<file path="src/rtl/ows_pkg.sv">
package ows_pkg;

    // fixed field widths
    localparam int MODE_W      = 3;
    localparam int SEL_W       = 2;
    localparam int DATA_W      = 8;
    localparam int UNIT_W      = 16;
    localparam int UCNT_W      = 6;
    localparam int BCNT_W      = 3;
    localparam int CFG_INDEX_W = 4;
    localparam int QUEUE_DEPTH = 2;

    // command codes on the mode field
    localparam logic [MODE_W-1:0] MODE_TICK       = 3'd0;
    localparam logic [MODE_W-1:0] MODE_RESET      = 3'd1;
    localparam logic [MODE_W-1:0] MODE_WRITE_BYTE = 3'd2;
    localparam logic [MODE_W-1:0] MODE_READ_BYTE  = 3'd3;
    localparam logic [MODE_W-1:0] MODE_WRITE_BIT  = 3'd4;
    localparam logic [MODE_W-1:0] MODE_READ_BIT   = 3'd5;

    // register map
    localparam logic [CFG_INDEX_W-1:0] REG_SHORT_UNIT = 4'd0;
    localparam logic [CFG_INDEX_W-1:0] REG_LONG_UNIT  = 4'd1;

    localparam logic [UNIT_W-1:0] SHORT_UNIT_RESET = 16'd201;
    localparam logic [UNIT_W-1:0] LONG_UNIT_RESET  = 16'd2001;

    // segment lengths in units
    localparam logic [UCNT_W-1:0] RST_LOW_UNITS   = 6'd42;
    localparam logic [UCNT_W-1:0] RST_PRES_UNITS  = 6'd6;
    localparam logic [UCNT_W-1:0] RST_TAIL_UNITS  = 6'd22;
    localparam logic [UCNT_W-1:0] WR_LEAD_UNITS   = 6'd3;
    localparam logic [UCNT_W-1:0] WR_MID_UNITS    = 6'd7;
    localparam logic [UCNT_W-1:0] WR_TAIL_UNITS   = 6'd2;
    localparam logic [UCNT_W-1:0] RD_LOW_UNITS    = 6'd1;
    localparam logic [UCNT_W-1:0] RD_SAMPLE_UNITS = 6'd1;
    localparam logic [UCNT_W-1:0] RD_TAIL_UNITS   = 6'd6;

    typedef enum logic [2:0] {
        CMD_NONE,
        CMD_RESET,
        CMD_WRITE_BYTE,
        CMD_READ_BYTE,
        CMD_WRITE_BIT,
        CMD_READ_BIT
    } cmd_kind_t;

    typedef struct packed {
        cmd_kind_t         kind;
        logic [DATA_W-1:0] data;
    } cmd_t;

    typedef struct packed {
        logic [UNIT_W-1:0] short_ticks;
        logic [UNIT_W-1:0] long_ticks;
    } unit_cfg_t;

    typedef enum logic [3:0] {
        PH_IDLE,
        PH_R1,
        PH_R2,
        PH_R3,
        PH_W1,
        PH_W2,
        PH_W3,
        PH_D1,
        PH_D2,
        PH_D3
    } phase_t;

    function automatic logic [UCNT_W-1:0] seg_units(phase_t ph);
        logic [UCNT_W-1:0] u;
        case (ph)
            PH_R1:   u = RST_LOW_UNITS;
            PH_R2:   u = RST_PRES_UNITS;
            PH_R3:   u = RST_TAIL_UNITS;
            PH_W1:   u = WR_LEAD_UNITS;
            PH_W2:   u = WR_MID_UNITS;
            PH_W3:   u = WR_TAIL_UNITS;
            PH_D1:   u = RD_LOW_UNITS;
            PH_D2:   u = RD_SAMPLE_UNITS;
            PH_D3:   u = RD_TAIL_UNITS;
            default: u = '0;
        endcase
        return u;
    endfunction

    function automatic logic seg_is_long(phase_t ph);
        logic l;
        case (ph) inside
            PH_R1, PH_R2, PH_R3, PH_W2, PH_D2, PH_D3: l = 1'b1;
            default:                                  l = 1'b0;
        endcase
        return l;
    endfunction

endpackage

</file>
<file path="src/rtl/ows_front.sv">
module ows_front #(
    parameter int NUM_LINES = 3,
    parameter int LW        = 2
) (
    input  logic                        s_valid,
    output logic                        s_ready,
    input  logic [ows_pkg::MODE_W-1:0]  s_mode,
    input  logic [ows_pkg::SEL_W-1:0]   s_line_select,
    input  logic [ows_pkg::DATA_W-1:0]  s_write_data,
    input  logic                        q_full,
    output logic                        q_push,
    output ows_pkg::cmd_t               q_cmd,
    output logic [LW-1:0]               q_line
);
    import ows_pkg::*;

    assign s_ready = !q_full;
    assign q_push  = s_valid && !q_full;

    // decode mode, undefined codes become a plain tick
    always_comb begin
        q_cmd.kind = CMD_NONE;
        q_cmd.data = s_write_data;
        unique case (s_mode)
            MODE_TICK:       q_cmd.kind = CMD_NONE;
            MODE_RESET:      q_cmd.kind = CMD_RESET;
            MODE_WRITE_BYTE: q_cmd.kind = CMD_WRITE_BYTE;
            MODE_READ_BYTE:  q_cmd.kind = CMD_READ_BYTE;
            MODE_WRITE_BIT: begin
                q_cmd.kind = CMD_WRITE_BIT;
                q_cmd.data = {{(DATA_W-1){1'b0}}, s_write_data[0]};
            end
            MODE_READ_BIT:   q_cmd.kind = CMD_READ_BIT;
            default:         q_cmd.kind = CMD_NONE;
        endcase
    end

    // out-of-range line falls back to the last line
    always_comb begin
        if (int'(s_line_select) < NUM_LINES) begin
            q_line = LW'(s_line_select);
        end else begin
            q_line = LW'(NUM_LINES - 1);
        end
    end

endmodule

</file>
<file path="src/rtl/ows_fifo.sv">
module ows_fifo #(
    parameter int WIDTH = 8,
    parameter int DEPTH = 2
) (
    input  logic             aclk,
    input  logic             aresetn,
    input  logic             push,
    input  logic [WIDTH-1:0] push_data,
    output logic             full,
    input  logic             pop,
    output logic [WIDTH-1:0] pop_data,
    output logic             not_empty
);
    localparam int AW = (DEPTH > 1) ? $clog2(DEPTH) : 1;

    logic [WIDTH-1:0] mem [DEPTH];
    logic [AW-1:0]    wr_ptr_reg, wr_ptr_next;
    logic [AW-1:0]    rd_ptr_reg, rd_ptr_next;
    logic [AW:0]      count_reg, count_next;

    assign full      = (count_reg == (AW+1)'(DEPTH));
    assign not_empty = (count_reg != '0);
    assign pop_data  = mem[rd_ptr_reg];

    always_comb begin
        wr_ptr_next = wr_ptr_reg;
        rd_ptr_next = rd_ptr_reg;
        if (push) begin
            wr_ptr_next = (wr_ptr_reg == AW'(DEPTH - 1)) ? '0 : wr_ptr_reg + 1'b1;
        end
        if (pop) begin
            rd_ptr_next = (rd_ptr_reg == AW'(DEPTH - 1)) ? '0 : rd_ptr_reg + 1'b1;
        end
        case ({push, pop})
            2'b10:   count_next = count_reg + 1'b1;
            2'b01:   count_next = count_reg - 1'b1;
            default: count_next = count_reg;
        endcase
    end

    always_ff @(posedge aclk) begin
        if (!aresetn) begin
            wr_ptr_reg <= '0;
            rd_ptr_reg <= '0;
            count_reg  <= '0;
        end else begin
            wr_ptr_reg <= wr_ptr_next;
            rd_ptr_reg <= rd_ptr_next;
            count_reg  <= count_next;
        end
    end

    always_ff @(posedge aclk) begin
        if (push) begin
            mem[wr_ptr_reg] <= push_data;
        end
    end

    a_count_bound: assert property (@(posedge aclk) disable iff (!aresetn)
        count_reg <= (AW+1)'(DEPTH))
        else $error("queue count above depth");

    a_no_overrun: assert property (@(posedge aclk) disable iff (!aresetn)
        push |-> (!full || pop))
        else $error("push into full queue");

    a_pop_drains: assert property (@(posedge aclk) disable iff (!aresetn)
        (pop && !push) |=> count_reg == $past(count_reg) - 1'b1)
        else $error("pop did not drain the queue");

endmodule

</file>
<file path="src/rtl/ows_back.sv">
module ows_back #(
    parameter int NUM_LINES  = 3,
    parameter int TICK_WIDTH = 16,
    parameter int LW         = 2
) (
    input  logic                        aclk,
    input  logic                        aresetn,
    input  ows_pkg::unit_cfg_t          unit_cfg,
    input  logic                        q_valid,
    input  ows_pkg::cmd_t               q_cmd,
    input  logic [LW-1:0]               q_line,
    input  logic [NUM_LINES-1:0]        q_levels,
    output logic                        q_pop,
    output logic                        m_valid,
    input  logic                        m_ready,
    output logic [NUM_LINES-1:0]        m_drive_low,
    output logic                        m_busy_res,
    output logic                        m_done_res,
    output logic [ows_pkg::DATA_W-1:0]  m_read_data,
    output logic                        m_presence,
    output logic                        m_released_high
);
    import ows_pkg::*;

    localparam int CW = (TICK_WIDTH + 1 > UNIT_W + 1) ? TICK_WIDTH + 1 : UNIT_W + 1;

    phase_t                phase_reg, phase_next;
    logic [TICK_WIDTH-1:0] tick_count_reg, tick_count_next;
    logic [UCNT_W-1:0]     unit_count_reg, unit_count_next;
    logic [BCNT_W-1:0]     bit_count_reg, bit_count_next;
    logic [DATA_W-1:0]     shift_reg, shift_next;
    logic [LW-1:0]         active_line_reg, active_line_next;
    logic                  single_bit_reg, single_bit_next;
    logic                  presence_reg, presence_next;
    logic                  high_reg, high_next;

    logic                  m_valid_reg, m_valid_next;
    logic [NUM_LINES-1:0]  m_drive_low_reg, drive_vec;
    logic                  m_busy_reg, m_done_reg, done_next;
    logic [DATA_W-1:0]     m_read_data_reg, rd_next;
    logic                  m_presence_reg, m_high_reg;

    logic                  level;
    logic [UNIT_W-1:0]     ticks;
    logic [TICK_WIDTH:0]   tick_inc;
    logic                  seg_end;
    logic [UCNT_W-1:0]     unit_inc;
    logic                  last_bit;
    logic                  drive;

    assign q_pop = q_valid && (!m_valid_reg || m_ready);

    always_comb begin
        phase_next       = phase_reg;
        tick_count_next  = tick_count_reg;
        unit_count_next  = unit_count_reg;
        bit_count_next   = bit_count_reg;
        shift_next       = shift_reg;
        active_line_next = active_line_reg;
        single_bit_next  = single_bit_reg;
        presence_next    = presence_reg;
        high_next        = high_reg;
        done_next        = 1'b0;
        rd_next          = '0;

        level    = q_levels[active_line_reg];
        ticks    = seg_is_long(phase_reg) ? unit_cfg.long_ticks : unit_cfg.short_ticks;
        tick_inc = {1'b0, tick_count_reg} + {{TICK_WIDTH{1'b0}}, 1'b1};
        seg_end  = (CW'(tick_inc) >= CW'(ticks)) || tick_inc[TICK_WIDTH];
        unit_inc = unit_count_reg + 1'b1;
        last_bit = single_bit_reg || (bit_count_reg == BCNT_W'(DATA_W - 1));

        if (q_pop) begin
            if (phase_reg == PH_IDLE) begin
                if (q_cmd.kind != CMD_NONE) begin
                    active_line_next = q_line;
                    tick_count_next  = '0;
                    unit_count_next  = '0;
                    bit_count_next   = '0;
                    single_bit_next  = (q_cmd.kind == CMD_WRITE_BIT) ||
                                       (q_cmd.kind == CMD_READ_BIT);
                end
                unique case (q_cmd.kind)
                    CMD_RESET: phase_next = PH_R1;
                    CMD_WRITE_BYTE, CMD_WRITE_BIT: begin
                        shift_next = q_cmd.data;
                        phase_next = PH_W1;
                    end
                    CMD_READ_BYTE, CMD_READ_BIT: begin
                        shift_next = '0;
                        phase_next = PH_D1;
                    end
                    default: ;
                endcase
            end else if (seg_end) begin
                tick_count_next = '0;
                unit_count_next = unit_inc;
                if (unit_inc >= seg_units(phase_reg)) begin
                    unit_count_next = '0;
                    unique case (phase_reg)
                        PH_R1: phase_next = PH_R2;
                        PH_R2: begin
                            presence_next = !level;
                            phase_next    = PH_R3;
                        end
                        PH_R3: begin
                            high_next  = level;
                            phase_next = PH_IDLE;
                            done_next  = 1'b1;
                        end
                        PH_W1: phase_next = PH_W2;
                        PH_W2: phase_next = PH_W3;
                        PH_W3: begin
                            bit_count_next = bit_count_reg + 1'b1;
                            if (last_bit) begin
                                phase_next = PH_IDLE;
                                done_next  = 1'b1;
                            end else begin
                                shift_next = {1'b0, shift_reg[DATA_W-1:1]};
                                phase_next = PH_W1;
                            end
                        end
                        PH_D1: phase_next = PH_D2;
                        PH_D2: begin
                            if (single_bit_reg) begin
                                shift_next = {{(DATA_W-1){1'b0}}, level};
                            end else begin
                                shift_next = {level, shift_reg[DATA_W-1:1]};
                            end
                            phase_next = PH_D3;
                        end
                        PH_D3: begin
                            bit_count_next = bit_count_reg + 1'b1;
                            if (last_bit) begin
                                phase_next = PH_IDLE;
                                done_next  = 1'b1;
                                rd_next    = shift_reg;
                            end else begin
                                phase_next = PH_D1;
                            end
                        end
                        default: ;
                    endcase
                end
            end else begin
                tick_count_next = tick_inc[TICK_WIDTH-1:0];
            end
        end

        // drive follows the updated state
        case (phase_next) inside
            PH_R1, PH_W1, PH_D1: drive = 1'b1;
            PH_W2:               drive = !shift_next[0];
            default:             drive = 1'b0;
        endcase
        drive_vec = drive ? (NUM_LINES'(1) << active_line_next) : '0;

        if (q_pop) begin
            m_valid_next = 1'b1;
        end else if (m_ready) begin
            m_valid_next = 1'b0;
        end else begin
            m_valid_next = m_valid_reg;
        end
    end

    always_ff @(posedge aclk) begin
        if (!aresetn) begin
            phase_reg       <= PH_IDLE;
            tick_count_reg  <= '0;
            unit_count_reg  <= '0;
            bit_count_reg   <= '0;
            shift_reg       <= '0;
            active_line_reg <= '0;
            single_bit_reg  <= 1'b0;
            presence_reg    <= 1'b0;
            high_reg        <= 1'b0;
            m_valid_reg     <= 1'b0;
        end else begin
            phase_reg       <= phase_next;
            tick_count_reg  <= tick_count_next;
            unit_count_reg  <= unit_count_next;
            bit_count_reg   <= bit_count_next;
            shift_reg       <= shift_next;
            active_line_reg <= active_line_next;
            single_bit_reg  <= single_bit_next;
            presence_reg    <= presence_next;
            high_reg        <= high_next;
            m_valid_reg     <= m_valid_next;
        end
    end

    always_ff @(posedge aclk) begin
        if (q_pop) begin
            m_drive_low_reg <= drive_vec;
            m_busy_reg      <= (phase_next != PH_IDLE);
            m_done_reg      <= done_next;
            m_read_data_reg <= rd_next;
            m_presence_reg  <= presence_next;
            m_high_reg      <= high_next;
        end
    end

    assign m_valid         = m_valid_reg;
    assign m_drive_low     = m_drive_low_reg;
    assign m_busy_res      = m_busy_reg;
    assign m_done_res      = m_done_reg;
    assign m_read_data     = m_read_data_reg;
    assign m_presence      = m_presence_reg;
    assign m_released_high = m_high_reg;

    a_idle_counters: assert property (@(posedge aclk) disable iff (!aresetn)
        phase_reg == PH_IDLE |-> (tick_count_reg == '0 && unit_count_reg == '0))
        else $error("counters not cleared in idle");

    a_start_busy: assert property (@(posedge aclk) disable iff (!aresetn)
        (q_pop && phase_reg == PH_IDLE && q_cmd.kind != CMD_NONE)
            |=> (phase_reg != PH_IDLE && m_busy_reg))
        else $error("command did not start");

    a_read_only_on_done: assert property (@(posedge aclk) disable iff (!aresetn)
        (m_valid_reg && !m_done_reg) |-> m_read_data_reg == '0)
        else $error("read data outside done tick");

    a_unit_bound: assert property (@(posedge aclk) disable iff (!aresetn)
        phase_reg != PH_IDLE |-> unit_count_reg < seg_units(phase_reg))
        else $error("unit count beyond segment length");

endmodule

</file>
<file path="src/rtl/onewire_master_sequencer_unit.sv">
// open-drain bus master for up to four lines, driven by one input transfer per
// timing tick. each s_ transfer is one tick of the time base and yields exactly
// one m_ transfer with the line drive and status for that tick. when idle, a
// transfer with mode 1 to 5 starts a command (bus reset with presence detect,
// write byte, read byte, write bit, read bit) on the selected line; commands
// that arrive while busy are ignored and treated as plain ticks. bytes go lsb
// first. segment timing is counted in short and long units whose lengths in
// ticks come from the two configuration registers (index 0 short, index 1
// long), which must only be written while no command is running. rate: one
// tick per clock cycle sustained while the m_ side keeps accepting; the
// sequencer updates its full state on every tick. an s_ transfer reaches its
// m_ transfer through the command queue, then the output register. a stalled
// m_ side fills the two-entry queue before s_ready drops.
module onewire_master_sequencer_unit #(
    parameter int NUM_LINES  = 3,
    parameter int TICK_WIDTH = 16
) (
    input  logic                             aclk,
    input  logic                             aresetn,

    // configuration write channel
    input  logic                             cfg_valid,
    output logic                             cfg_ready,
    input  logic [ows_pkg::CFG_INDEX_W-1:0]  cfg_index,
    input  logic [ows_pkg::UNIT_W-1:0]       cfg_data,

    // tick / command input
    input  logic                             s_valid,
    output logic                             s_ready,
    input  logic [ows_pkg::MODE_W-1:0]       s_mode,
    input  logic [ows_pkg::SEL_W-1:0]        s_line_select,
    input  logic [ows_pkg::DATA_W-1:0]       s_write_data,
    input  logic [NUM_LINES-1:0]             s_line_levels,

    // per-tick result
    output logic                             m_valid,
    input  logic                             m_ready,
    output logic [NUM_LINES-1:0]             m_drive_low,
    output logic                             m_busy_res,
    output logic                             m_done_res,
    output logic [ows_pkg::DATA_W-1:0]       m_read_data,
    output logic                             m_presence,
    output logic                             m_released_high
);
    import ows_pkg::*;

    localparam int LW = (NUM_LINES > 1) ? $clog2(NUM_LINES) : 1;
    localparam int QW = $bits(cmd_t) + LW + NUM_LINES;

    // unit length registers
    unit_cfg_t unit_cfg_reg, unit_cfg_next;

    // front to queue
    logic          q_full;
    logic          q_push;
    cmd_t          f_cmd;
    logic [LW-1:0] f_line;

    // queue to back
    logic             q_valid;
    logic             q_pop;
    logic [QW-1:0]    q_rd_data;
    cmd_t             b_cmd;
    logic [LW-1:0]    b_line;
    logic [NUM_LINES-1:0] b_levels;

    // config writes are always accepted (cfg_ready tied high), unknown indexes are dropped
    assign cfg_ready = 1'b1;

    always_comb begin
        unit_cfg_next = unit_cfg_reg;
        if (cfg_valid) begin
            unique case (cfg_index)
                REG_SHORT_UNIT: unit_cfg_next.short_ticks = cfg_data;
                REG_LONG_UNIT:  unit_cfg_next.long_ticks  = cfg_data;
                default: ;
            endcase
        end
    end

    always_ff @(posedge aclk) begin
        if (!aresetn) begin
            unit_cfg_reg.short_ticks <= SHORT_UNIT_RESET;
            unit_cfg_reg.long_ticks  <= LONG_UNIT_RESET;
        end else begin
            unit_cfg_reg <= unit_cfg_next;
        end
    end

    // front: takes transfers, decodes mode and clamps the line select
    ows_front #(
        .NUM_LINES (NUM_LINES),
        .LW        (LW)
    ) u_front (
        .s_valid       (s_valid),
        .s_ready       (s_ready),
        .s_mode        (s_mode),
        .s_line_select (s_line_select),
        .s_write_data  (s_write_data),
        .q_full        (q_full),
        .q_push        (q_push),
        .q_cmd         (f_cmd),
        .q_line        (f_line)
    );

    // short queue decouples intake from the sequencer and output stall
    ows_fifo #(
        .WIDTH (QW),
        .DEPTH (QUEUE_DEPTH)
    ) u_fifo (
        .aclk      (aclk),
        .aresetn   (aresetn),
        .push      (q_push),
        .push_data ({f_cmd, f_line, s_line_levels}),
        .full      (q_full),
        .pop       (q_pop),
        .pop_data  (q_rd_data),
        .not_empty (q_valid)
    );

    assign {b_cmd, b_line, b_levels} = q_rd_data;

    // back: bus timing sequencer with registered result
    ows_back #(
        .NUM_LINES  (NUM_LINES),
        .TICK_WIDTH (TICK_WIDTH),
        .LW         (LW)
    ) u_back (
        .aclk            (aclk),
        .aresetn         (aresetn),
        .unit_cfg        (unit_cfg_reg),
        .q_valid         (q_valid),
        .q_cmd           (b_cmd),
        .q_line          (b_line),
        .q_levels        (b_levels),
        .q_pop           (q_pop),
        .m_valid         (m_valid),
        .m_ready         (m_ready),
        .m_drive_low     (m_drive_low),
        .m_busy_res      (m_busy_res),
        .m_done_res      (m_done_res),
        .m_read_data     (m_read_data),
        .m_presence      (m_presence),
        .m_released_high (m_released_high)
    );

endmodule

</file>
<file path="config.mk">
export PLATFORM = sky130hd
export DESIGN_NAME = onewire_master_sequencer_unit
export DESIGN_NICKNAME = d
export VERILOG_FILES = /design/src/rtl/ows_pkg.sv /design/src/rtl/ows_front.sv /design/src/rtl/ows_fifo.sv /design/src/rtl/ows_back.sv /design/src/rtl/onewire_master_sequencer_unit.sv
export SDC_FILE = /design/constraint.sdc
export NUM_CORES = 1
export LEC_CHECK = 0
export BUFFER_PORTS_ARGS = -buffer_cell sky130_fd_sc_hd__clkbuf_2
export CORE_UTILIZATION = 25
export CTS_CLUSTER_SIZE = 24
export DETAILED_ROUTE_END_ITERATION = 16
export HOLD_SLACK_MARGIN = 0.15
export SYNTH_ARGS = -nofsm -noshare
export SYNTH_HDL_FRONTEND = slang
export SYNTH_SLANG_ARGS = --single-unit
</file>
<file path="constraint.sdc">
create_clock -name aclk -period 6.1 [get_ports aclk]
set_clock_uncertainty 0.2 [all_clocks]
set_input_delay 0.915 -clock aclk [delete_from_list [all_inputs] [get_ports aclk]]
set_output_delay 0.915 -clock aclk [all_outputs]
set_load 0.01 [all_outputs]
</file>
# Word-level counts from Yosys, hierarchy flattened
# Memories as Yosys holds them, arrays and structs flattened. A register that Yosys moved wholly into a read port is not among the register bits.
# Index checks and enable logic that the tools add are counted.
# Widths: inputs -> output; s select.
[word_totals] regBits=94 ramBits=32 rom_bits=96 inputBits=41 out_inout_bits=18 elab_cells=171 mem_count=2
[mem_list] name="(name not given)" words=16 word_bits=6 rd=1 rd_ports_with_merged_regs=1 write_ports=0 line_no="ows_pkg.sv:73" text="case (ph)"
[mem_list] name="u_fifo.mem" words=2 word_bits=16 rd=1 rd_ports_with_merged_regs=1 write_ports=1 line_no="ows_fifo.sv:16" text="logic [WIDTH-1:0] mem [DEPTH];"
[classes] add_sub_neg=7 n_lt_le_gt_ge=4 n_eq_ne=31 shift=1 muxes=65 n_bitwise=4 reduce_logical=35
[op_table] op="$mux 16" count=4
[op_table] op="$mux 8" count=6
[op_table] op="$mux 6" count=7
[op_table] op="$pmux 4 s9" count=1
[op_table] op="$pmux 8 s2" count=2
[op_table] op="$eq 4x3->1 const B" count=7
[op_table] op="$mux 1" count=24
[op_table] op="$mux 3" count=7
[op_table] op="$mux 4" count=5
[op_table] op="$add 16x1->17 const B" count=1
[op_table] op="$ge 17x16->1" count=1
[op_table] op="$eq 3x3->1 const B" count=5
[op_table] op="$pmux 3 s5" count=1
[op_table] op="$eq 3x2->1 const B" count=4
[op_table] op="$eq 4x1->1 const B" count=3
[op_table] op="$pmux 4 s3" count=1
[op_table] op="$reduce_bool 2->1" count=6
[op_table] op="$eq 4x2->1 const B" count=2
[op_table] op="$eq 4x4->1 const B" count=2
[op_table] op="$logic_not 4->1" count=2
[op_table] op="$mux 2" count=4
[op_table] op="$add 6x1->6 const B" count=1
[op_table] op="$eq 3x1->1 const B" count=2
[op_table] op="$ge 6x6->1" count=1
[op_table] op="other kinds (28)" count=48

# Depth between registers and ports, before layout
# Gate-level depths: netlist of the first run.
[logic_depth] ltp_word=17 mapped_depth=17 ltp_nobuf=14

# Modules after synthesis
# From an unflattened synthesis of the first run, not the netlist that was laid out.
[hier_totals] hier_cells=703 area_unflattened_um2=6947.9
[modules_own_cells] mod="ows_back" n_inst=1 cells_each=475 area_per_inst_um2=4108.9 seq_area_each_um2=1411.4
[modules_own_cells] mod="ows_fifo" n_inst=1 cells_each=72 area_per_inst_um2=1370.1 seq_area_each_um2=1061.0
[modules_own_cells] mod="onewire_master_sequencer_unit" n_inst=1 cells_each=136 area_per_inst_um2=1330.0 seq_area_each_um2=640.6
[modules_own_cells] mod="ows_front" n_inst=1 cells_each=20 area_per_inst_um2=138.9 seq_area_each_um2=0.0

# Worst setup path before layout of the first run
# OpenSTA, ideal clock, no wires.
[synth_timing] path_kind="register to register" startpoint="register u_back.phase_reg[3]" endpoint="register u_back.m_drive_low_reg[0] (netlist: u_back.m_drive_low[0]), data pin" setup_time_ns=0.264 arrival_time_ns=3.881 t_required_ns=5.636 setup_slack_ns=1.755 stages_incl_launch_ff=18 period_less_slack_ns=4.345 path_cell_list="dfxtp_1 buf_2 nor2b_1 nor2_1 o21ai_1 buf_2 mux2i_1 ha_1 a41oi_1 o21ai_0 a211oi_1 o211a_1 buf_6 nor2_1 o2111a_1 buf_2 nor4_4 nor3_1"
[synth_between] elab_chain_cells=12 elab_cells_between_ends=37
[synth_lines] item="start: declaration" line_no="ows_back.sv:27" text="phase_t phase_reg, phase_next;"
[synth_lines] item="start signal: assignment" line_no="ows_back.sv:180" text="phase_reg <= phase_next;"
[synth_lines] item="$eq 4x4->1, or another cell as far along" line_no="ows_back.sv:67, ows_back.sv:100"
[synth_lines] item="$reduce_or 6->1" line_no="ows_pkg.sv:90" text="case (ph) inside"
[synth_lines] item="$mux 1" line_no="ows_pkg.sv:90"
[synth_lines] item="$mux 16" line_no="ows_back.sv:67" text="ticks = seg_is_long(phase_reg) ? unit_cfg.long_ticks : unit_cfg.short_ticks;"
[synth_lines] item="$ge 17x16->1" line_no="ows_back.sv:69" text="seg_end = (CW'(tick_inc) >= CW'(ticks)) || tick_inc[TICK_WIDTH];"
[synth_lines] item="$logic_or 1x1->1" line_no="ows_back.sv:69"
[synth_lines] item="$mux 4 or $mux 8 (tied branches)" line_no="ows_back.sv:95" text="end else if (seg_end) begin"
[synth_lines] item="$mux 4 or $mux 8 (tied branches)" line_no="ows_back.sv:74" text="if (phase_reg == PH_IDLE) begin"
[synth_lines] item="$mux 4 or $mux 1 (tied branches)" line_no="ows_back.sv:73" text="if (q_pop) begin"
[synth_lines] item="$eq 4x3->1 (no line), or another cell as far along"
[synth_lines] item="$reduce_or 3->1 or $mux 1 (tied branches)" line_no="ows_back.sv:151" text="case (phase_next) inside"
[synth_lines] item="$mux 1" line_no="ows_back.sv:151"
[synth_lines] item="end signal: assignment" line_no="ows_back.sv:195" text="m_drive_low_reg <= drive_vec;"
[synth_lines] item="end: declaration" line_no="ows_back.sv:38" text="logic [NUM_LINES-1:0] m_drive_low_reg, drive_vec;"
# Several ways; a longest one is shown, not always the timed one. The select of a mux whose other input is x is not followed.
# A chain may end at the register's enable or synchronous reset.

# Worst setup path in the final report of the first run
[layout_timing] startpoint="register u_back.phase_reg[1]" endpoint="register u_back.m_drive_low_reg[1] (netlist: u_back.m_drive_low[1]), data pin"
# The elaborated chain is that of the path after synthesis.

==> metrics, run 1 <==
data arrival time of the critical path roughly 4.9 ns; DRC violations left 0; die outline height 164.9 um; number of hold violations in the final report 0; Placed Area slightly above 7000 um^2; Global Route met3 Usage 2.938%; cells taking the most area after synthesis sky130_fd_sc_hd__dfxtp_1 (26%), sky130_fd_sc_hd__edfxtp_1 (21%), sky130_fd_sc_hd__nand2_1 (5.3%), sky130_fd_sc_hd__ha_1 (5.1%), sky130_fd_sc_hd__mux2i_1 (4.5%); maximum frequency from static timing analysis 207.2 MHz; Worst Reg2Reg Path Length in Cells 14; final weighted congestion in routability-driven placement 0.8463; post-route insts no fill 1061; diodes inserted 0; launching element type of the critical path register; highest net fanout along the worst path 16; Critical Path Sink Type register; total overflow reported by the global router 0; ratio of final minimum period to clock period 79.10%; Pwr Density 416.8 nW/um^2; Internal Pwr Total 2114 uW; width of the die 164.9 um; die footprint 27190 um^2; initial antenna violation count 0; number of resized instances in the post-cts repair step 0; met2 GRT Util 18.03%; number of buffers inserted by post-CTS setup repair 0; number of nets with antenna violations after detailed routing 0; placed wire-length estimate 10510 um; area leader, netlist sky130_fd_sc_hd__dfxtp_1; CP peak stage delay 0.61 ns; peak supply drop between 0.15 and 0.2 mV; maximum clock insertion buffer count 2; routed via count divided by cell count between 4 and 5; Cell Chain, Critical Path nor2b_1, nor2_1, o21ai_2, buf_4, mux2i_1, ha_1, a41oi_1, o21ai_0, a211oi_1, o211a_1, nor2_1, o2111a_1, maj3_2, nor3_1; final sum of negative setup slack 0 ns; top cell type's share of synthesized area approximately a quarter; post-synthesis net count approximately 730; wire length of the first global-routing pass 24230 um; Clock power frac 32.0%; switching portion of total power 35.44%; ys flop type sky130_fd_sc_hd__dfxtp_1; insertion delay to the later sink of the worst-skew pair 0.41 ns; number of H-tree levels 4; vias in the first global route 4853; instance count along the most critical hold path 2; share of the yosys chip area belonging to registers a little under half; number of stages on the worst setup path 14; number of fill cells in the layout ~2700; standard cell with the maximum stage delay on the critical path sky130_fd_sc_hd__dfxtp_1; drt initial violations 305; TritonCTS Sinks approximately 130; synth-to-layout area growth 18.41%; Post-Synthesis Cell Area roughly 6600 um^2; Buffers & Inverters on Critical Path 1; type of the worst min-delay path register to register; initial core utilization 25.45%; fraction of final layout cells sized beyond drive strength 1 between 10% and 20%; core outline area 26060 um^2; register share of total power 36.6%; overall routed net length 14630 um; Placed Cells incl. Taps approximately 1000; CTS tree yes; leakage component of the power ~0.0030 uW; Worst Path Class, Setup register to register; required time reported for the critical path endpoint ~6.2 ns; Yosys cell types 72; router iterations before antenna repair 4; CTS root buffer sky130_fd_sc_hd__clkbuf_16; post-layout min period around 4.8 ns; CTS clock-pin slew for the worst setup and hold paths about 0.060 ns; most repeated library cell on the critical path sky130_fd_sc_hd__nor2_1; register-to-register path setup slack 1.27 ns; buffers added on ports 57; cell area after layout 7854 um^2; measured slew at the worst slew-check pin 1.191 ns; Syn Inst Count about 660; CTS Hold Buffers Added 0; setup repair after global routing missed its margin no; leading post-synthesis cells by instance count sky130_fd_sc_hd__nand2_1 (94), sky130_fd_sc_hd__dfxtp_1 (85), sky130_fd_sc_hd__edfxtp_1 (47); All-Layer GR Usage a little under an eighth; relative max-transition margin 19.87%; I/O pin total 59; leading cell type by number of instances after synthesis sky130_fd_sc_hd__nand2_1; Yosys warning count 0; clock buffer count from CTS 17; switching power of the nets 1160 uW; async set-reset flop share out of synthesis 0%; Comb pwr share 31.5%; drt wl/cell 13.79 um; cell family with most CP delay compound AO/OA/AOI/OAI gates; total of flip-flops plus latches after synthesis 132; result of the run finished, final reports clean; setup-violating endpoint count in the final report 0; number of pins exceeding their max-slew limit in the final report 0; mean cell area of the mapped netlist 9.989 um^2; Std-Cell Rows 59; global routing usage on met1 14.64%; largest net degree at the start of global routing 51; count of flip-flops with a built-in enable after synthesis 47; reported max-cap violation count 0; most congested layer reported by global routing met2; total number of nets in the final design 781; via total after detailed routing ~5000
## layout make-up
class	count	area [um^2]	share of cell area (%)
Clock buffer	18	429.2	5.464
Clock inverter	14	177.7	2.262
Inverter	13	48.80	0.6213
Multi-Input combinational cell	485	3328	42.38
Sequential cell	132	3113	39.64
Tap cell	335	419.2	5.337
Timing Repair Buffer	64	337.8	4.301
## metrics by stage
stage	hold slack [ns]	setup slack, ns	util (%)	total power (uW)
floorplan	0.2349	1.755	-	1959
global placement	0.2577	1.440	27.81	2234
detailed placement	0.2555	1.311	27.81	2245
CTS	0.2687	1.297	30.14	3300
global route	0.2871	0.8438	30.14	3456
finish	0.2645	1.275	30.14	3274
## per-layer routing
| metal | vias up | wire [um] |
|---|---|---|
| li1 | 2507 | - |
| met1 | 2307 | 7170 |
| met2 | 80 | 6767 |
| met3 | 12 | 519 |
| met4 | 0 | 175 |
| met5 | - | 0 |
## worst min-delay path: cells and delay by family, from the launching register on
family	cells	cell delay [ns]
AO/OA/AOI/OAI	1	0.06
AND/OR/NAND/NOR	1	0.05
flip-flops	1	0.31
## cell families (layout without fill, tap and decap cells)
family / count (synthesis) / count (layout) / share of synthesized area [%]
buf+inv: 47 / 109 / 3.037
mux: 35 / 35 / 5.546
simple gates: 263 / 263 / 20.39
flops: 132 / 132 / 46.93
other cells: 1 / 1 / 0.05654
fa+ha+maj: 28 / 28 / 5.263
xor+xnor: 24 / 24 / 3.169
compound gates: 134 / 134 / 15.60
## worst paths after layout
check / startpoint / endpoint
setup / recovery: u_back.phase_reg[1] / u_back.m_drive_low[1]
hold / removal: unit_cfg_reg[31] / unit_cfg_reg[31]
setup reg to reg: u_back.phase_reg[1] / u_back.m_drive_low[1]
hold reg to reg: unit_cfg_reg[31] / unit_cfg_reg[31]
## power groups by stage
stage	logic (uW)	registers [uW]	clock network, uW
6_report	1030	1200	1050
3_5_place_dp	1030	1220	0
4_1_cts	1030	1200	1070
5_1_grt	1140	1220	1100
3_3_place_gp	1020	1220	0
2_1_floorplan	794	1170	0
## placed cells by master, fill, tap and decap left out, types with 8 or more instances in the layout
master | netlist | layout
sky130_fd_sc_hd__clkbuf_2 | 0 | 57
sky130_fd_sc_hd__nand3_1 | 25 | 25
sky130_fd_sc_hd__dfxtp_1 | 85 | 85
sky130_fd_sc_hd__o21ai_0 | 11 | 11
sky130_fd_sc_hd__ha_1 | 27 | 27
sky130_fd_sc_hd__nor2_1 | 27 | 27
sky130_fd_sc_hd__and2_1 | 22 | 22
sky130_fd_sc_hd__nand2_1 | 94 | 94
sky130_fd_sc_hd__clkbuf_16 | 0 | 17
sky130_fd_sc_hd__nand4_1 | 14 | 14
sky130_fd_sc_hd__edfxtp_1 | 47 | 47
sky130_fd_sc_hd__inv_1 | 12 | 12
sky130_fd_sc_hd__mux2i_1 | 30 | 30
sky130_fd_sc_hd__xnor2_1 | 19 | 19
sky130_fd_sc_hd__o211ai_1 | 8 | 8
sky130_fd_sc_hd__a22oi_1 | 16 | 16
sky130_fd_sc_hd__nor3_1 | 11 | 11
sky130_fd_sc_hd__a21boi_0 | 27 | 27
sky130_fd_sc_hd__nor2b_1 | 35 | 35
sky130_fd_sc_hd__a21oi_1 | 16 | 16
Note: power is estimated with default switching activity, not from simulation.
==> inputs of run 2 (changes only) <==
Clock period 6.1 ns to 4.2 ns, I/O delays scaled along.
==> metrics, run 2 (synthesized netlist as in run 1, its figures left out) <==
result of the run finished, final reports clean (unchanged); initial antenna violation count 0 (unchanged); overall routed net length 14690 um (was 14630 um); total number of nets in the final design 800 (was 781); All-Layer GR Usage 11.16% (was 11.30%); most used cells in the layout excluding fill and tap cells sky130_fd_sc_hd__nand2_1 (94), sky130_fd_sc_hd__dfxtp_1 (83), sky130_fd_sc_hd__clkbuf_2 (57) (was sky130_fd_sc_hd__nand2_1 (94), sky130_fd_sc_hd__dfxtp_1 (85), sky130_fd_sc_hd__clkbuf_2 (57)); maximum clock insertion buffer count 2 (unchanged); most frequent standard cell in the layout excluding fill and tap cells sky130_fd_sc_hd__nand2_1 (unchanged); hold path startpoint s_line_levels[1] (was unit_cfg_reg[31]); Comb pwr share 36.2% (was 31.5%); setup repair after global routing missed its margin no (unchanged); diodes inserted 0 (unchanged); total overflow reported by the global router 0 (unchanged); Cell Chain, Critical Path ha_2, nand3_1, or2_2, xnor2_1, ha_1, nand4_1, nor3_2, a211oi_2, o211a_1, buf_4, o41ai_4, o221ai_2, buf_4, nor4b_1, o31a_1 (was nor2b_1, nor2_1, o21ai_2, buf_4, mux2i_1, ha_1, a41oi_1, o21ai_0, a211oi_1, o211a_1, nor2_1, o2111a_1, maj3_2, nor3_1); register share of total power 35.0% (was 36.6%); reported max-cap violation count 0 (unchanged); switching power of the nets 1690 uW (was 1160 uW); setup slack at placement 0.07029 ns (was 1.311 ns); ratio of final minimum period to clock period 94.11% (was 79.10%); data arrival time of the critical path 4.11 ns (was 4.88 ns); largest net degree at the start of global routing 59 (was 51); final weighted congestion in routability-driven placement 0.8703 (was 0.8463); wire length of the first global-routing pass 23830 um (was 24230 um); relative max-transition margin 36.99% (was 19.87%); final sum of negative setup slack 0 ns (unchanged); die outline height 164.9 um (unchanged); buffers added on ports 57 (unchanged); fraction of final layout cells sized beyond drive strength 1 20.43% (was 16.53%); worst-case hold slack 0.2126 ns (was 0.2645 ns); CTS root buffer sky130_fd_sc_hd__clkbuf_16 (unchanged); drt initial violations 317 (was 305); width of the die 164.9 um (unchanged); setup slack after layout 0.2473 ns (was 1.275 ns); insertion delay to the later sink of the worst-skew pair 0.42 ns (was 0.41 ns); CTS clock-pin slew for the worst setup and hold paths 0.05 ns (was 0.06 ns); standard cell with the maximum stage delay on the critical path sky130_fd_sc_hd__dfxtp_1 (unchanged); number of hold violations in the final report 0 (unchanged); synth-to-layout area growth 21.22% (was 18.41%); placed wire-length estimate 10560 um (was 10510 um); Std-Cell Rows 59 (unchanged); launching element type of the critical path register (unchanged); type of the worst min-delay path input pin to register (was register to register); peak supply drop 0.3324 mV (was 0.1918 mV); Crit. Startpoint u_back.tick_count_reg[1] (was u_back.phase_reg[1]); most repeated library cell on the critical path sky130_fd_sc_hd__buf_4 (was sky130_fd_sc_hd__nor2_1); router iterations before antenna repair 4 (unchanged); Pwr Density 588.8 nW/um^2 (was 416.8 nW/um^2); TritonCTS Sinks 132 (unchanged); highest net fanout along the worst path 10 (was 16); maximum frequency from static timing analysis 253.0 MHz (was 207.2 MHz); via total after detailed routing 4962 (was 4906); CTS tree yes (unchanged); initial core utilization 25.45% (unchanged); Worst Path Class, Setup register to register (unchanged); I/O pin total 59 (unchanged); CP peak stage delay 0.36 ns (was 0.61 ns); clock buffer count from CTS 17 (unchanged); setup-violating endpoint count in the final report 0 (unchanged); routed via count divided by cell count 4.599 (was 4.624); leakage component of the power 0.003047 uW (was 0.002964 uW); Critical R2R Launch u_back.tick_count_reg[1] (was u_back.phase_reg[1]); vias in the first global route 4729 (was 4853); die footprint 27190 um^2 (unchanged); number of H-tree levels 4 (unchanged); Clock power frac 28.8% (was 32.0%); core outline area 26060 um^2 (unchanged); number of pins exceeding their max-slew limit in the final report 0 (unchanged); drt wl/cell 13.61 um (was 13.79 um); post-layout min period 3.953 ns (was 4.825 ns); DRC violations left 0 (unchanged); Internal Pwr Total 3044 uW (was 2114 uW); number of nets with antenna violations after detailed routing 0 (unchanged); required time reported for the critical path endpoint 4.36 ns (was 6.15 ns); Critical Path Sink Type register (unchanged); measured slew at the worst slew-check pin 0.9382 ns (was 1.191 ns); switching portion of total power 35.70% (was 35.44%)
[run 2: changes by cell type in the layout (fill, tap and decap cells not counted), sizes merged]
| cell | previous run | this run |
|---|---|---|
| buf | 7 | 26 |
| clkbuf | 75 | 81 |
| bufinv | 3 | 0 |
| inv | 17 | 14 |
| clkinv | 4 | 2 |
| clkinvlp | 3 | 4 |
[run 2: area by class of cell]
| class | count | area, um^2 |
|---|---|---|
| multi-input combinational | 485 | 3415 |
| timing repair buffer | 83 | 493.0 |
| clock buffer | 24 | 503.0 |
| sequential | 132 | 3115 |
| clock inverter | 7 | 46.29 |
| inverter | 13 | 48.80 |
| fill | 2680 | 18020 |
| tap | 335 | 419.2 |
[run 2: worst max-delay path, delay by kind of cell, from the launching register on]
family,cells,cell delay [ns]
adders and majority gates,2,0.56
buffers and inverters,2,0.42
DFF,1,0.36
AOI/OAI and AO/OA,5,1.00
xor gates and xnor gates,1,0.15
and+or+nand+nor,5,1.20
[run 2: power groups by stage]
stage	Clock [uW]	Sequential [uW]	Combinational [uW]
global placement	0	1680	1660
floorplan	0	1690	1160
CTS	1390	1660	1690
detailed placement	0	1680	1670
finish	1360	1660	1710
global route	1450	1680	1880
[run 2: metrics by stage]
| stage | power [uW] | util [%] | cells | cell area, um^2 |
|---|---|---|---|---|
| finish | 4734 | 30.85 | 1079 | 8040 |
| global route | 5006 | 30.85 | 1079 | 8040 |
| CTS | 4737 | 30.52 | 1078 | 7953 |
| detailed placement | 3356 | 28.41 | 1047 | 7403 |
| global placement | 3347 | 28.41 | 1047 | 7403 |
| floorplan | 2849 | - | 664 | 6636 |
[run 2: metal layers]
metal | wire [um] | track usage [%] | vias to the layer above
met5 | 0 | 0 | -
met1 | 7137 | 14.65 | 2318
li1 | - | - | 2547
met2 | 6904 | 17.88 | 84
met4 | 236 | 4.504 | 0
met3 | 407 | 2.185 | 13
[run 2: final timing paths]
check             slack [ns]                to  cells past startpoint
setup / recovery        0.25          register                     15
hold / removal          0.21  u_fifo.mem[0][1]                      1
setup reg to reg        0.25          register                     15
hold reg to reg         0.26   unit_cfg_reg[1]                      2
[run 2: repair_timing]
| item | 4_1_cts | 5_1_grt |
|---|---|---|
| hold buffers | 0 | 0 |
| endpoints found under the setup margin | 0 | 20 |
| buffers inserted | 0 | 1 |
| resized for setup | 0 | 19 |
| hold endpoints to repair | 0 | 0 |
==> inputs of run 3 (changes only) <==
Settings changed: SKIP_CTS_REPAIR_TIMING set to 1.
Clock period 4.2 ns to 4.36 ns, I/O delays scaled along.
==> metrics, run 3 (synthesized netlist as in run 1, its figures left out) <==
switching portion of total power 36.02% (was 35.70%); placed wire-length estimate 10660 um (was 10560 um); width of the die 164.9 um (unchanged); Critical Path Sink Type register (unchanged); insertion delay to the later sink of the worst-skew pair 0.42 ns (about the same); data arrival time of the critical path 4.28 ns (was 4.11 ns); via total after detailed routing 5012 (was 4962); Internal Pwr Total 2833 uW (was 3044 uW); maximum frequency from static timing analysis 242.7 MHz (was 253.0 MHz); drt initial violations 336 (was 317); leakage component of the power 0.002983 uW (was 0.003047 uW); router iterations before antenna repair 5 (was 4); overall routed net length 14680 um (was 14690 um); final sum of negative setup slack 0 ns (unchanged); fraction of final layout cells sized beyond drive strength 1 18.21% (was 20.43%); die outline height 164.9 um (unchanged); top routing layer in use met4 (unchanged); DRC violations left 0 (unchanged); switching power of the nets 1595 uW (was 1690 uW); register share of total power 35.9% (was 35.0%); reported max-cap violation count 0 (unchanged); core outline area 26060 um^2 (unchanged); die footprint 27190 um^2 (unchanged); worst-case hold slack 0.2307 ns (was 0.2126 ns); CTS root buffer sky130_fd_sc_hd__clkbuf_16 (unchanged); vias in the first global route 4774 (was 4729); maximum clock insertion buffer count 2 (unchanged); Pwr Density 561.6 nW/um^2 (was 588.8 nW/um^2); total overflow reported by the global router 0 (unchanged); CTS clock-pin slew for the worst setup and hold paths 0.05 ns (about the same); Std-Cell Rows 59 (unchanged); routed via count divided by cell count 4.680 (was 4.599); detailed-route wire length on metal 1 7139 um (was 7137 um); TritonCTS Sinks 132 (unchanged); I/O pin total 59 (unchanged); diodes inserted 0 (unchanged); ratio of final minimum period to clock period 94.49% (was 94.11%); setup-violating endpoint count in the final report 0 (unchanged); initial core utilization 25.45% (unchanged); wire length of the first global-routing pass 23690 um (was 23830 um); Clock power frac 28.2% (was 28.8%); post-layout min period 4.120 ns (was 3.953 ns); most used cells in the layout excluding fill and tap cells sky130_fd_sc_hd__nand2_1 (94), sky130_fd_sc_hd__dfxtp_1 (85), sky130_fd_sc_hd__clkbuf_2 (57) (was sky130_fd_sc_hd__nand2_1 (94), sky130_fd_sc_hd__dfxtp_1 (83), sky130_fd_sc_hd__clkbuf_2 (57)); number of pins exceeding their max-slew limit in the final report 0 (unchanged); number of H-tree levels 4 (unchanged); drt wl/cell 13.70 um (was 13.61 um); relative max-transition margin 45.95% (was 36.99%); All-Layer GR Usage 11.18% (was 11.16%); setup repair after global routing missed its margin no (unchanged); result of the run finished, final reports clean (unchanged); required time reported for the critical path endpoint 4.52 ns (was 4.36 ns); largest net degree at the start of global routing 49 (was 59); clock buffer count from CTS 17 (unchanged); final weighted congestion in routability-driven placement 0.8804 (was 0.8703); number of nets with antenna violations after detailed routing 0 (unchanged); launching element type of the critical path register (unchanged); total number of nets in the final design 792 (was 800); synth-to-layout area growth 18.88% (was 21.22%); Comb pwr share 35.9% (was 36.2%); routed length on met3 494 um (was 407 um); measured slew at the worst slew-check pin 0.8040 ns (was 0.9382 ns); number of hold violations in the final report 0 (unchanged); type of the worst min-delay path input pin to register (unchanged); Worst Path Class, Setup register to register (unchanged); wire length on met2 6843 um (was 6904 um); highest net fanout along the worst path 10 (unchanged); initial antenna violation count 0 (unchanged); buffers added on ports 57 (unchanged); CTS tree yes (unchanged); peak supply drop 0.3223 mV (was 0.3324 mV); most frequent standard cell in the layout excluding fill and tap cells sky130_fd_sc_hd__nand2_1 (unchanged)
## run 3: cell types whose count changed in the layout (fill, tap and decap cells not counted), sizes merged
cell	change
clkinv	+2
clkbuf	-2
buf	-8
inv	+1
clkinvlp	-1
## run 3: worst paths after layout
kind | cells past startpoint | end | start | slack, ns
worst min register to register | 2 | unit_cfg_reg[5] | unit_cfg_reg[5] | 0.26
worst max register to register | 15 | register | u_back.tick_count_reg[0] | 0.24
worst max-delay path | 15 | register | u_back.tick_count_reg[0] | 0.24
worst min-delay path | 1 | u_fifo.mem[0][1] | s_line_levels[1] | 0.23
## run 3: power groups by stage
stage / sequential (uW) / combinational, uW / clock (uW)
floorplan: 1630 / 1110 / 0
global placement: 1610 / 1580 / 0
detailed placement: 1620 / 1580 / 0
CTS: 1590 / 1590 / 1280
global route: 1610 / 1760 / 1330
finish: 1590 / 1590 / 1250
## run 3: layout make-up
cell class | count | area, um^2
fill | 2707 | 18170
sequential | 132 | 3113
tap | 335 | 419.2
clock buffer | 22 | 454.2
inverter | 13 | 48.80
timing repair buffer | 75 | 432.9
multi-input combinational | 485 | 3359
clock inverter | 9 | 57.56
## run 3: worst max-delay path, cell delays in order, from the launching register on
cell	delay [ns]
sky130_fd_sc_hd__dfxtp_1	0.40
sky130_fd_sc_hd__ha_1	0.26
sky130_fd_sc_hd__nand3_1	0.13
sky130_fd_sc_hd__or2_2	0.31
sky130_fd_sc_hd__xnor2_1	0.16
sky130_fd_sc_hd__ha_1	0.34
sky130_fd_sc_hd__nand4_1	0.23
sky130_fd_sc_hd__nor3_2	0.23
sky130_fd_sc_hd__a211oi_1	0.10
sky130_fd_sc_hd__o211a_2	0.32
sky130_fd_sc_hd__buf_4	0.19
sky130_fd_sc_hd__o41ai_4	0.29
sky130_fd_sc_hd__o221ai_2	0.20
sky130_fd_sc_hd__buf_4	0.23
sky130_fd_sc_hd__nor4b_1	0.31
sky130_fd_sc_hd__o31a_1	0.17
## run 3: through the flow
step	instances	utilization, %	area, um^2	total power, uW	setup WS (ns)
6_report	1071	30.26	7885	4428	0.2402
5_1_grt	1071	30.26	7885	4701	0.009668
4_1_cts	1071	30.14	7854	4456	0.1455
3_5_place_dp	1040	28.18	7342	3195	0.1804
3_3_place_gp	1040	28.18	7342	3192	0.2895
2_1_floorplan	664	-	6633	2741	0.01451
## run 3: routing by layer
layer / vias up / track usage [%]
li1: 2530 / -
met3: 16 / 2.988
met4: 0 / 4.921
met5: - / 0
met2: 86 / 17.48
met1: 2380 / 14.39
